$ cat config.mk
export PLATFORM = sky130hd
export DESIGN_NAME = multi_slot_advert_scheduler_flat
export DESIGN_NICKNAME = d
export VERILOG_FILES = /design/src/sv/msas_pkg.sv /design/src/sv/msas_in_if.sv /design/src/sv/msas_out_if.sv /design/src/sv/msas_rem.sv /design/src/sv/msas_dp.sv /design/src/sv/msas_ctrl.sv /design/src/sv/multi_slot_advert_scheduler.sv /design/src/flat_wrapper.sv
export VERILOG_INCLUDE_DIRS = /design/src /design/src/sv
export SDC_FILE = /design/constraint.sdc
export NUM_CORES = 1
export LEC_CHECK = 0
export BUFFER_PORTS_ARGS = -buffer_cell sky130_fd_sc_hd__buf_2
export CORE_ASPECT_RATIO = 1.4
export CORE_UTILIZATION = 40
export CTS_CLUSTER_DIAMETER = 100
export CTS_CLUSTER_SIZE = 16
export DETAILED_ROUTE_END_ITERATION = 6
export PLACE_DENSITY = 0.6
export SYNTH_ARGS = -nofsm -noshare
export SYNTH_HDL_FRONTEND = slang
export SYNTH_HIERARCHICAL = 1
export SYNTH_SLANG_ARGS = --single-unit
$ cat constraint.sdc
create_clock -name clk -period 5.8 [get_ports clk]
set_input_delay 0.29 -clock clk [delete_from_list [all_inputs] [get_ports clk]]
set_output_delay 0.29 -clock clk [all_outputs]
set_load 0.02 [all_outputs]
$ cat src/sv/multi_slot_advert_scheduler_defines.svh
// ----------------------------------------------------------------------------
// multi_slot_advert_scheduler_defines
// Assertion macros used by the scheduler controller (msas_ctrl). The macros
// expect a clock named clk and an active-low reset named arst_n in scope.
// ----------------------------------------------------------------------------
`ifndef MULTI_SLOT_ADVERT_SCHEDULER_DEFINES_SVH
`define MULTI_SLOT_ADVERT_SCHEDULER_DEFINES_SVH

// The consequent must hold in the same cycle as the antecedent.
`define MSAS_ASSERT_IMP(lbl, ante, cons) \
	lbl: assert property (@(posedge clk) disable iff (!arst_n) (ante) |-> (cons)) \
		else $error("scheduler assertion failed");

// The consequent must hold in the cycle after the antecedent.
`define MSAS_ASSERT_NXT(lbl, ante, cons) \
	lbl: assert property (@(posedge clk) disable iff (!arst_n) (ante) |=> (cons)) \
		else $error("scheduler assertion failed");

`endif

$ cat src/sv/msas_pkg.sv
// ----------------------------------------------------------------------------
// msas_pkg
// Types and constants shared by the advertising slot scheduler modules.
// ----------------------------------------------------------------------------
package msas_pkg;

	// Table size and time step per tick.
	localparam int SLOTS     = 4;
	localparam int TICK_STEP = 10;
	localparam int SLOT_W    = (SLOTS > 1) ? $clog2(SLOTS) : 1;

	// Field widths.
	localparam int TIME_W  = 32;
	localparam int CNT_W   = 16;
	localparam int IVL_W   = 16;
	localparam int DLEN_W  = 5;
	localparam int FLEN_W  = 6;
	localparam int FIRED_W = 4;

	// Bytes added to the data length to give the frame length.
	localparam logic [FLEN_W-1:0] FRAME_EXTRA = 6'd8;

	// Request codes.
	typedef enum logic [1:0] {
		REQ_TICK     = 2'd0,
		REQ_LOAD     = 2'd1,
		REQ_STOP     = 2'd2,
		REQ_STOP_ALL = 2'd3
	} req_type_t;

	// Controller states.
	typedef enum logic [2:0] {
		ST_IDLE,
		ST_DIV_START,
		ST_DIV_WAIT,
		ST_CHECK,
		ST_SCAN,
		ST_FINISH
	} state_t;

	// Commands from the controller to the datapath.
	typedef struct packed {
		logic accept;
		logic idx_clr;
		logic idx_inc;
		logic div_start;
		logic div_rec;
		logic emit;
		logic finish;
	} cmd_t;

	// Status from the datapath to the controller.
	typedef struct packed {
		logic tick_go;
		logic idx_last;
		logic iv_zero;
		logic mod_done;
		logic moment;
		logic due;
		logic out_free;
	} sts_t;

endpackage

$ cat src/sv/msas_in_if.sv
// ----------------------------------------------------------------------------
// msas_in_if
// Request channel of the scheduler: valid/ready handshake and request fields.
// ----------------------------------------------------------------------------
interface msas_in_if;
	import msas_pkg::*;

	logic              valid;
	logic              ready;
	logic [1:0]        req_type;
	logic [7:0]        slot;
	logic [CNT_W-1:0]  tx_count;
	logic [IVL_W-1:0]  interval;
	logic [DLEN_W-1:0] adv_len;

	modport source (output valid, req_type, slot, tx_count, interval, adv_len,
		input ready);
	modport sink (input valid, req_type, slot, tx_count, interval, adv_len,
		output ready);

endinterface

$ cat src/sv/msas_out_if.sv
// ----------------------------------------------------------------------------
// msas_out_if
// Result channel of the scheduler: valid/ready handshake and send fields.
// ----------------------------------------------------------------------------
interface msas_out_if;
	import msas_pkg::*;

	logic               valid;
	logic               ready;
	logic [FIRED_W-1:0] fired_slot;
	logic [FLEN_W-1:0]  frame_len;
	logic               last;

	modport source (output valid, fired_slot, frame_len, last, input ready);
	modport sink (input valid, fired_slot, frame_len, last, output ready);

endinterface

$ cat src/sv/msas_rem.sv
// ----------------------------------------------------------------------------
// msas_rem
// Bit-serial remainder unit: 32-bit dividend over 16-bit divisor, one
// quotient bit per cycle, with a one-cycle done pulse at the end.
// ----------------------------------------------------------------------------
module msas_rem
	import msas_pkg::*;
(
	input  logic              clk,
	input  logic              arst_n,
	input  logic              start,
	input  logic [TIME_W-1:0] dividend,
	input  logic [IVL_W-1:0]  divisor,
	output logic              done,
	output logic              rem_zero
);

	localparam int CYC_W = $clog2(TIME_W);

	logic              busy_q;
	logic              done_q;
	logic [CYC_W-1:0]  cyc_q;
	logic [TIME_W-1:0] dvd_q;
	logic [IVL_W-1:0]  dvs_q;
	logic [IVL_W-1:0]  rem_q;
	logic [IVL_W:0]    trial;
	logic [IVL_W:0]    diff;

	// Shift in the next dividend bit and try a subtraction.
	assign trial = {rem_q, dvd_q[TIME_W-1]};
	assign diff  = trial - {1'b0, dvs_q};

	// Control of the step sequence.
	always_ff @(posedge clk or negedge arst_n) begin
		if (!arst_n) begin
			busy_q <= 1'b0;
			done_q <= 1'b0;
			cyc_q  <= '0;
		end else begin
			done_q <= 1'b0;
			if (start) begin
				busy_q <= 1'b1;
				cyc_q  <= '0;
			end else if (busy_q) begin
				cyc_q <= cyc_q + 1'b1;
				if (cyc_q == CYC_W'(TIME_W - 1)) begin
					busy_q <= 1'b0;
					done_q <= 1'b1;
				end
			end
		end
	end

	// Operand and partial remainder registers.
	always_ff @(posedge clk) begin
		if (start) begin
			dvd_q <= dividend;
			dvs_q <= divisor;
			rem_q <= '0;
		end else if (busy_q) begin
			dvd_q <= {dvd_q[TIME_W-2:0], 1'b0};
			if (trial >= {1'b0, dvs_q}) begin
				rem_q <= diff[IVL_W-1:0];
			end else begin
				rem_q <= trial[IVL_W-1:0];
			end
		end
	end

	assign done     = done_q;
	assign rem_zero = (rem_q == '0);

endmodule

$ cat src/sv/msas_dp.sv
// ----------------------------------------------------------------------------
// msas_dp
// Datapath of the scheduler: slot table, enable, time counter, divisibility
// flags, slot walker and the result register.
// ----------------------------------------------------------------------------
module msas_dp
	import msas_pkg::*;
(
	input  logic              clk,
	input  logic              arst_n,
	input  cmd_t              cmd,
	output sts_t              sts,
	input  logic [1:0]        req_type,
	input  logic [7:0]        slot,
	input  logic [CNT_W-1:0]  tx_count,
	input  logic [IVL_W-1:0]  interval,
	input  logic [DLEN_W-1:0] adv_len,
	msas_out_if.source        res
);

	logic                enable_q;
	logic [TIME_W-1:0]   time_q;
	logic [CNT_W-1:0]    remain_q [SLOTS];
	logic [IVL_W-1:0]    ivl_q [SLOTS];
	logic [FLEN_W-1:0]   flen_q [SLOTS];
	logic [SLOTS-1:0]    div_q;
	logic [SLOT_W-1:0]   idx_q;
	logic                out_valid_q;
	logic [FIRED_W-1:0]  fired_q;
	logic [FLEN_W-1:0]   out_flen_q;
	logic                out_last_q;
	logic [SLOTS-1:0]    due_vec;
	logic                higher_due;
	logic                all_zero;
	logic                slot_ok;
	logic [SLOT_W-1:0]   slot_idx;
	logic                mod_done;
	logic                rem_zero;

	assign slot_ok  = (slot < 8'(SLOTS));
	assign slot_idx = slot[SLOT_W-1:0];

	// Due flags per slot, later dues and the all-counts-zero test.
	always_comb begin
		higher_due = 1'b0;
		all_zero   = 1'b1;
		for (int i = 0; i < SLOTS; i++) begin
			due_vec[i] = (remain_q[i] != '0) && ((ivl_q[i] == '0) || div_q[i]);
			if (due_vec[i] && (SLOT_W'(i) > idx_q)) begin
				higher_due = 1'b1;
			end
			if (remain_q[i] != '0) begin
				all_zero = 1'b0;
			end
		end
	end

	// Remainder of the time counter by the current slot's interval.
	msas_rem u_rem (
		.clk      (clk),
		.arst_n   (arst_n),
		.start    (cmd.div_start),
		.dividend (time_q),
		.divisor  (ivl_q[idx_q]),
		.done     (mod_done),
		.rem_zero (rem_zero)
	);

	// Status to the controller.
	always_comb begin
		sts.tick_go  = (req_type == REQ_TICK) && enable_q;
		sts.idx_last = (idx_q == SLOT_W'(SLOTS - 1));
		sts.iv_zero  = (ivl_q[idx_q] == '0);
		sts.mod_done = mod_done;
		sts.moment   = |div_q;
		sts.due      = due_vec[idx_q];
		sts.out_free = !out_valid_q || res.ready;
	end

	// Slot table, enable and time counter.
	always_ff @(posedge clk or negedge arst_n) begin
		if (!arst_n) begin
			enable_q <= 1'b0;
			time_q   <= '0;
			for (int i = 0; i < SLOTS; i++) begin
				remain_q[i] <= '0;
				ivl_q[i]    <= '0;
				flen_q[i]   <= '0;
			end
		end else begin
			if (cmd.accept) begin
				case (req_type_t'(req_type))
					REQ_LOAD: begin
						if ((tx_count != '0) && slot_ok) begin
							remain_q[slot_idx] <= tx_count;
							ivl_q[slot_idx]    <= interval;
							flen_q[slot_idx]   <= FLEN_W'(adv_len) + FRAME_EXTRA;
							enable_q           <= 1'b1;
						end
					end
					REQ_STOP: begin
						if (slot_ok) begin
							remain_q[slot_idx] <= '0;
						end
					end
					REQ_STOP_ALL: begin
						for (int i = 0; i < SLOTS; i++) begin
							remain_q[i] <= '0;
						end
						enable_q <= 1'b0;
					end
					REQ_TICK: begin
						if (enable_q) begin
							time_q <= time_q + TIME_W'(TICK_STEP);
						end
					end
					default: begin
					end
				endcase
			end
			if (cmd.emit) begin
				remain_q[idx_q] <= remain_q[idx_q] - 1'b1;
			end
			if (cmd.finish && all_zero) begin
				enable_q <= 1'b0;
			end
		end
	end

	// Slot walker and divisibility flags.
	always_ff @(posedge clk or negedge arst_n) begin
		if (!arst_n) begin
			idx_q <= '0;
			div_q <= '0;
		end else begin
			if (cmd.div_rec) begin
				div_q[idx_q] <= (ivl_q[idx_q] != '0) && rem_zero;
			end
			if (cmd.idx_clr) begin
				idx_q <= '0;
			end else if (cmd.idx_inc) begin
				idx_q <= idx_q + 1'b1;
			end
		end
	end

	// Result register; a new result may load in the same cycle as the previous transfer completes.
	always_ff @(posedge clk or negedge arst_n) begin
		if (!arst_n) begin
			out_valid_q <= 1'b0;
		end else if (cmd.emit) begin
			out_valid_q <= 1'b1;
		end else if (res.ready) begin
			out_valid_q <= 1'b0;
		end
	end

	always_ff @(posedge clk) begin
		if (cmd.emit) begin
			fired_q    <= FIRED_W'(idx_q);
			out_flen_q <= flen_q[idx_q];
			out_last_q <= !higher_due;
		end
	end

	assign res.valid      = out_valid_q;
	assign res.fired_slot = fired_q;
	assign res.frame_len  = out_flen_q;
	assign res.last       = out_last_q;

endmodule

$ cat src/sv/msas_ctrl.sv
// ----------------------------------------------------------------------------
// msas_ctrl
// Controller of the scheduler: takes requests, runs the divisibility pass
// over the slots and, if a flag is set, the send pass and the tick close.
// ----------------------------------------------------------------------------
`include "multi_slot_advert_scheduler_defines.svh"

module msas_ctrl
	import msas_pkg::*;
(
	input  logic clk,
	input  logic arst_n,
	input  logic in_valid,
	output logic in_ready,
	input  sts_t sts,
	output cmd_t cmd
);

	state_t state_q;
	state_t state_d;

	// State register.
	always_ff @(posedge clk or negedge arst_n) begin
		if (!arst_n) begin
			state_q <= ST_IDLE;
		end else begin
			state_q <= state_d;
		end
	end

	// Next state.
	always_comb begin
		state_d = state_q;
		case (state_q)
			ST_IDLE: begin
				if (in_valid && sts.tick_go) begin
					state_d = ST_DIV_START;
				end
			end
			ST_DIV_START: begin
				if (!sts.iv_zero) begin
					state_d = ST_DIV_WAIT;
				end else if (sts.idx_last) begin
					state_d = ST_CHECK;
				end
			end
			ST_DIV_WAIT: begin
				if (sts.mod_done) begin
					state_d = sts.idx_last ? ST_CHECK : ST_DIV_START;
				end
			end
			ST_CHECK: begin
				state_d = sts.moment ? ST_SCAN : ST_IDLE;
			end
			ST_SCAN: begin
				if ((!sts.due || sts.out_free) && sts.idx_last) begin
					state_d = ST_FINISH;
				end
			end
			ST_FINISH: begin
				state_d = ST_IDLE;
			end
			default: begin
				state_d = ST_IDLE;
			end
		endcase
	end

	// Outputs.
	always_comb begin
		cmd      = '0;
		in_ready = 1'b0;
		case (state_q)
			ST_IDLE: begin
				in_ready = 1'b1;
				if (in_valid) begin
					cmd.accept  = 1'b1;
					cmd.idx_clr = 1'b1;
				end
			end
			ST_DIV_START: begin
				if (!sts.iv_zero) begin
					cmd.div_start = 1'b1;
				end else begin
					cmd.div_rec = 1'b1;
					cmd.idx_clr = sts.idx_last;
					cmd.idx_inc = !sts.idx_last;
				end
			end
			ST_DIV_WAIT: begin
				if (sts.mod_done) begin
					cmd.div_rec = 1'b1;
					cmd.idx_clr = sts.idx_last;
					cmd.idx_inc = !sts.idx_last;
				end
			end
			ST_CHECK: begin
			end
			ST_SCAN: begin
				if (!sts.due || sts.out_free) begin
					cmd.emit    = sts.due;
					cmd.idx_inc = !sts.idx_last;
				end
			end
			ST_FINISH: begin
				cmd.finish = 1'b1;
			end
			default: begin
			end
		endcase
	end

	// A result is only loaded for a due slot and into a free result register.
	`MSAS_ASSERT_IMP(a_emit_free, cmd.emit, sts.out_free && sts.due)
	// The remainder unit only finishes while the controller waits for it.
	`MSAS_ASSERT_IMP(a_done_in_wait, sts.mod_done, state_q == ST_DIV_WAIT)
	// A started remainder never overlaps a recorded flag in the next cycle.
	`MSAS_ASSERT_NXT(a_start_then_wait, cmd.div_start, state_q == ST_DIV_WAIT && !cmd.div_rec)

endmodule

$ cat src/sv/multi_slot_advert_scheduler.sv
// ----------------------------------------------------------------------------
// multi_slot_advert_scheduler
// Advertising slot scheduler: a table of slots with send counts, intervals
// and frame lengths, driven by tick, load and stop requests.
// ----------------------------------------------------------------------------
// Load, stop and stop-all requests and ticks while disabled take one cycle.
// A tick while enabled, once transferred, walks every slot with a nonzero
// interval through a bit-serial remainder unit and records a clear flag for
// a slot without one. A check state follows; if any slot's interval divides
// the time, a send pass over the slots, which stalls on a due slot while an
// untaken result is held, and a finish state close the tick. Results of a
// tick leave one per transfer in slot order, the last one flagged; the next
// request is taken while the final result of a tick still waits.
module multi_slot_advert_scheduler
	import msas_pkg::*;
(
	input logic        clk,
	input logic        arst_n,
	msas_in_if.sink    req,
	msas_out_if.source res
);

	cmd_t cmd;
	sts_t sts;
	logic in_ready;

	assign req.ready = in_ready;

	// Request sequencing.
	msas_ctrl u_ctrl (
		.clk      (clk),
		.arst_n   (arst_n),
		.in_valid (req.valid),
		.in_ready (in_ready),
		.sts      (sts),
		.cmd      (cmd)
	);

	// Slot table and result path.
	msas_dp u_dp (
		.clk      (clk),
		.arst_n   (arst_n),
		.cmd      (cmd),
		.sts      (sts),
		.req_type (req.req_type),
		.slot     (req.slot),
		.tx_count (req.tx_count),
		.interval (req.interval),
		.adv_len  (req.adv_len),
		.res      (res)
	);

endmodule
$ cat src/flat_wrapper.sv
// flat-port wrapper written by rule: the top's interface ports become plain ports
module multi_slot_advert_scheduler_flat import msas_pkg::*;
  (clk, arst_n, req_valid, req_req_type, req_slot, req_tx_count, req_interval, req_adv_len, req_ready, res_valid, res_fired_slot, res_frame_len, res_last, res_ready);
  msas_in_if req_i ();
  msas_out_if res_i ();
  input logic clk;
  input logic arst_n;
  input wire logic [$bits(req_i.valid)-1:0] req_valid;
  input wire logic [$bits(req_i.req_type)-1:0] req_req_type;
  input wire logic [$bits(req_i.slot)-1:0] req_slot;
  input wire logic [$bits(req_i.tx_count)-1:0] req_tx_count;
  input wire logic [$bits(req_i.interval)-1:0] req_interval;
  input wire logic [$bits(req_i.adv_len)-1:0] req_adv_len;
  output wire logic [$bits(req_i.ready)-1:0] req_ready;
  output wire logic [$bits(res_i.valid)-1:0] res_valid;
  output wire logic [$bits(res_i.fired_slot)-1:0] res_fired_slot;
  output wire logic [$bits(res_i.frame_len)-1:0] res_frame_len;
  output wire logic [$bits(res_i.last)-1:0] res_last;
  input wire logic [$bits(res_i.ready)-1:0] res_ready;
  assign req_i.valid = req_valid;
  assign req_i.req_type = req_req_type;
  assign req_i.slot = req_slot;
  assign req_i.tx_count = req_tx_count;
  assign req_i.interval = req_interval;
  assign req_i.adv_len = req_adv_len;
  assign req_ready = req_i.ready;
  assign res_valid = res_i.valid;
  assign res_fired_slot = res_i.fired_slot;
  assign res_frame_len = res_i.frame_len;
  assign res_last = res_i.last;
  assign res_i.ready = res_ready;
  multi_slot_advert_scheduler u_core (.clk(clk), .arst_n(arst_n), .req(req_i), .res(res_i));
endmodule
== After elaboration in Yosys (flattened, before gate mapping) ==
Index checks and enable logic that the tools add are counted.

* Add/sub/neg operators: 6
* Magnitude comparators: 12
* Bitwise logic cells: 4
* Eq/ne operators: 15
* Muxes and demuxes: 80
* Reduce and logical (&&, ||, !) cells: 51

{| class="wikitable"
|+ Operators by type and width
! kind !! number
|-
| 2-to-1 mux 64 bit || 4
|-
| bitwise mux 64 bit || 3
|-
| one-hot mux 64 bit (3 select lines) || 1
|-
| 2-to-1 mux 16 bit || 7
|-
| logical NOT 16 bit || 6
|-
| nonzero test 16 bit || 6
|-
| bitwise AND 64 bit || 1
|-
| binary-select mux 16 bit (select 2 bit) || 2
|-
| demux 16 bit (select 2 bit) || 2
|-
| 2-to-1 mux 32 bit || 2
|-
| NOT 64 bit || 1
|-
| adder 32 x 4 -> 32 bit (second input constant) || 1
|-
| 2-to-1 mux 1 bit || 31
|-
| bitwise mux 24 bit || 1
|-
| 2-to-1 mux 3 bit || 6
|-
| 2-to-1 mux 6 bit || 3
|-
| greater-or-equal comparator 17 x 16 -> 1 bit || 1
|-
| logical AND 1 bit || 17
|-
| subtractor 16 x 1 -> 16 bit (second input constant) || 1
|-
| subtractor 16 bit || 1
|-
| one-hot mux 3 bit (5 select lines) || 1
|-
| binary-select mux 6 bit (select 2 bit) || 1
|-
| demux 6 bit (select 2 bit) || 1
|-
| 2-to-1 mux 2 bit || 6
|-
| other kinds (34) || 62
|}

* Output and inout port bits: 13
* Logic and storage cells: 195
* Flip-flop bits (word level): 275
* Bits of input ports: 51

== Longest topological paths before layout ==
* Depth after elaboration: 12
* Gate-level depth with buffers: 12

== Hierarchy ==
The synthesis kept the hierarchy.

{| class="wikitable"
|+ By module, submodules not included
! module !! area an instance (µm²) !! sequential area each (µm²) !! times used !! cells an instance
|-
| msas_dp || 10415.0 || 5049.8 || 1 || 951
|-
| msas_rem || 3682.3 || 1936.9 || 1 || 315
|-
| msas_ctrl || 285.3 || 75.1 || 1 || 34
|}

== Worst setup path after synthesis ==
OpenSTA, ideal clock, no wires.

* Path type: reg-to-reg
* Start point: register u_core.u_dp.idx_q[1]
* End point: register u_core.u_dp.u_rem.dvd_q[0], enable pin
* Arrival: 4.785 ns
* Stages on the path, launching flop included: 11
* Buffers on the path: 4
* Setup slack: 0.625 ns
* Setup time: 0.389 ns
* Data required time: 5.411 ns
* Path through: dfrtp_1 clkbuf_1 buf_2 buf_1 mux4_2 nor4_1 and4_1 nor4b_1 clkbuf_1 clkinv_1 nand2_1

{| class="wikitable"
|+ RTL lines
! what !! RTL line !! RTL
|-
| from (decl) || msas_dp.sv:27 || <nowiki>logic [SLOT_W-1:0] idx_q;</nowiki>
|-
| from (signal assigned) || msas_dp.sv:142 || <nowiki>idx_q <= idx_q + 1'b1;</nowiki>
|-
| to (signal assigned) || msas_rem.sv:57 || <nowiki>dvd_q <= dividend;</nowiki>
|-
| to (signal assigned) || msas_rem.sv:61 || <nowiki>dvd_q <= {dvd_q[TIME_W-2:0], 1'b0};</nowiki>
|-
| to (decl) || msas_rem.sv:23 || <nowiki>logic [TIME_W-1:0] dvd_q;</nowiki>
|}

==> out/qor.csv <==
stage,metric,value,unit
status,status,"finished, final reports clean",
floorplanning,# IOs,64,
final_layout,Final Net Count,1415,
yosys,Cell variety after synth,75,
yosys,dominant synthesized flop cell,dfrtp_1,
timing,Hold WS,0.01350,ns
clock_tree,CTS Root Buffer Type,clkbuf_16,
job,max_cap viols,0,
global_route,grt ovf,0,
setup_path,Worst EP required,6.15,ns
pwr,worst vdd ir,0.2351,mV
global_route,GRT Util Overall,0.2254,
pwr,leak pwr,6.814,nW
timing,RSZ-0062 raised after global routing,no,
floorplanning,Rows,81,
timing,Final Max Tran Viols,0,
setup_path,CP max FO,22,
final_layout,FILL cells,3270,
drt,post-route antenna net violation count,0,
timing,Final Hold Vio Count,0,
yosys,"EDFF count, synth",57,
pwr,Int Pwr,0.004213,W
drt,First DRT Iteration DRCs,845,
global_route,first-pass GRT wire length,64350,um
clock_tree,clk_lat worst skew,0.53,ns
setup_path,Setup crit end kind,register,
timing,maximum clock rate,253.4,MHz
clock_tree,Worst-path clk slew,0.07,ns
yosys,area share of fa/ha/maj cells after synthesis,0.02314,
placement,Detail Placement HPWL,27760,um
clock_tree,CTS tree,done,
drt,Post-Route WL,40250,um
setup_path,crit path launch type,register,
setup_path,Slowest cell on crit path,and2_0,
placement,Cells after DPL,1767,
pwr,share of power burned in registers,0.429,
placement,GPL Wtd Cong,0.9196,
floorplanning,Initial Util,0.4090,
yosys,Post-Syn Instances,1300,
yosys,part of the Yosys area used for sequential elements,0.4910,
final_layout,fraction of layout cells with a size suffix above 1,0.1689,
timing,Layout Skew,0.02217,ns
setup_path,WP data arrival,4.29,ns
timing,Slew @ Worst Pin,1.383,ns
yosys,Seq cells post-synth,274,
drt,vias per inst,6.053,
pwr,P_sw,0.002496,W
setup_path,crit-path cells,nor4_1 > nand4_1 > a21boi_0 > mux4_2 > and3_1 > and2_0 > a22oi_1,
drt,vias,10940,
setup_path,Setup Crit Path Kind,register to register,
drt,routed len/inst,22.28,um
clock_tree,htree depth,1,
pwr,switching share of power,0.3720,
timing,Tmin final,3.946,ns
yosys,multiplexer share of the synthesized area,0.1416,
timing,setup_tns,0,ns
floorplanning,area of the core,0.03517,mm2
clock_tree,clock sinks,274,
yosys,Synth Warn #,6,
global_route,number of global-route vias before repair,11330,
placement,Port Buffers,61,
drt,DRC viols,0,
floorplanning,Die W,162.3,um
min_path,hold crit path type,input port to register,
pwr,Combinational Power Share,0.366,
yosys,syn_area_per_cell,11.06,um2
yosys,xor/xnor share of the synthesized area,0.03471,
pwr,Power Dens Cells,424.5,mW/mm2
yosys,Mapped Area,0.01438,mm2
yosys,main combinational cell family by area after synthesis,simple AND/OR/NAND/NOR gates,
setup_path,Worst path max stage delay,1.15,ns
floorplanning,Die ar.,0.03673,mm2
global_route,initial antenna violation count,1,
timing,# setup viols final,0,
floorplanning,DIE HEIGHT,226.4,um
timing,worst relative slew slack,0.07771,
yosys,complex-gate fraction of the synthesized area,0.1342,
drt,TritonRoute pass-1 iters,6,
yosys,Synth async-reset ratio,0.7336,
clock_tree,CTS Buf Count,21,
final_layout,fin cells,1807,
clock_tree,setup bufs post-CTS,0,
global_route,largest net degree at the start of global routing,164,
clock_tree,CTS Buffer Depth,3,
pwr,clock group share of total power,0.206,
timing,fin crit share,0.6804,
yosys,simple-gate share of the synthesized area,0.1458,
final_layout,Area Growth Syn to Fin,9.874,%
[cell usage in the layout (no fill, tap or decap), types with 6 or more instances in the layout]
cell type and count:
a211oi_1 12, a21o_1 15, a21oi_1 71, a22oi_1 30
a31oi_1 11, a32oi_1 6, and2_1 12, and3_1 20
buf_2 60, buf_4 15, clkbuf_1 13, clkbuf_16 21
dfrtp_1 199, dfxtp_1 16, edfxtp_1 57, ha_1 25
inv_1 34, mux2_1 24, mux2_2 70, mux2i_1 10
mux4_2 39, nand2_1 154, nand2b_1 12, nand3_1 21
nand4_1 23, nor2_1 65, nor3_1 8, nor4_1 49
o211ai_1 8, o21a_1 21, o21ai_0 26, o21ai_1 10
o21bai_1 7, o221ai_1 29, or4_1 8, xnor2_1 33
xor2_1 24
[sequential cells by signal, summed over array words and instances (netlist names), 4 cells and up]
register and flops:
u_core/u_dp/u_rem/dvd_q 32, u_core/u_dp/u_rem/dvs_q 16, u_core/u_dp/flen_q 24, u_core/u_dp/remain_q 64, u_core/u_dp/time_q 31, u_core/u_dp/div_q 4, u_core/u_dp/u_rem/rem_q 16, u_core/u_dp/ivl_q 64
u_core/u_dp/res.frame_len 6, u_core/u_dp/u_rem/cyc_q 5
[path summary, 6_finish.rpt]
check                           slack, ns  depth (start not counted)                   start                        to
worst min register to register       0.48                          1  u_core/u_dp/time_q[31]    u_core/u_dp/time_q[31]
max in group asynchronous            4.27                          3                  arst_n      u_core/u_dp/idx_q[0]
worst min-delay path                 0.01                          3          req_adv_len[0]    u_core/u_dp/flen_q[18]
worst max register to register       1.85                          7   u_core/u_dp/ivl_q[22]  u_core/u_dp/remain_q[28]
worst max-delay path                 1.85                          7   u_core/u_dp/ivl_q[22]  u_core/u_dp/remain_q[28]
min in group asynchronous            0.24                          2                  arst_n     u_core/u_dp/flen_q[8]
[metrics by stage]
stage / cell area, um2 / total power, W / worst slack, ns / util
after floorplan: 14390 / 0.004666 / 0.6255 / -
after global placement: 15170 / 0.005295 / 1.959 / 0.4314
after detailed placement: 15170 / 0.005352 / 1.897 / 0.4314
after CTS: 15800 / 0.006744 / 1.895 / 0.4493
after global routing: 15800 / 0.007127 / 1.576 / 0.4493
final: 15800 / 0.006709 / 1.854 / 0.4494
[metal layers]
layer / global-route usage / routed length [um]
met3: 0.02762 / 2059
met1: 0.2648 / 15500
met4: 0.1220 / 2151
met5: 0 / 0
met2: 0.3983 / 20540
[critical path: cells and delay by family, from the launching register on]
family / cells / cell delay (ns)
DFF: 1 / 0.41
muxes: 1 / 0.29
AOI/OAI and AO/OA: 2 / 0.55
and+or+nand+nor: 4 / 2.51
[final cells by class]
| class | count | area (um2) | share of cell area |
|---|---|---|---|
| sequential | 274 | 7064 | 0.4470 |
| multi-input combinational | 925 | 6957 | 0.4402 |
| clock buffer | 34 | 574.3 | 0.03634 |
| tap | 456 | 570.5 | 0.03610 |
| timing repair buffer | 81 | 486.7 | 0.03080 |
| inverter | 35 | 131.4 | 0.008314 |
| clock inverter | 1 | 16.27 | 0.001029 |
| antenna | 1 | 2.502 | 0.0001584 |
[cells in the mapped netlist (29+ instances only)]
cell type / count / share of area
mux2_2: 70 / 0.055
a21oi_1: 71 / 0.025
dfrtp_1: 201 / 0.35
a22oi_1: 30 / 0.016
nor4_1: 53 / 0.023
o221ai_1: 29 / 0.018
nor2_1: 65 / 0.017
mux4_2: 39 / 0.061
inv_1: 34 / 0.0089
xnor2_1: 33 / 0.020
edfxtp_1: 57 / 0.12
nand2_1: 154 / 0.040
clkbuf_1: 46 / 0.012
[power groups by stage]
stage	clock [W]	combinational, W	sequential [W]
2_1_floorplan	0	0.00201	0.00266
6_report	0.00138	0.00245	0.00288
3_5_place_dp	0	0.00245	0.00290
5_1_grt	0.00148	0.00270	0.00294
4_1_cts	0.00142	0.00246	0.00287
3_3_place_gp	0	0.00240	0.00289
[repair_timing]
action | in CTS | in global routing
hold endpoints to repair | 42 | 0
hold buffers | 4 | 0
resized for setup | 0 | 0
[cells by family after synthesis]
kind of cell	count (synthesis)
multiplexers	143
adder cells (fa/ha/maj)	26
AO/OA/AOI/OAI	282
AND/OR/NAND/NOR	414
buffers and inverters	103
flip-flops	274
XOR/XNOR	57
other	1
(Power assumes the default switching activity.)
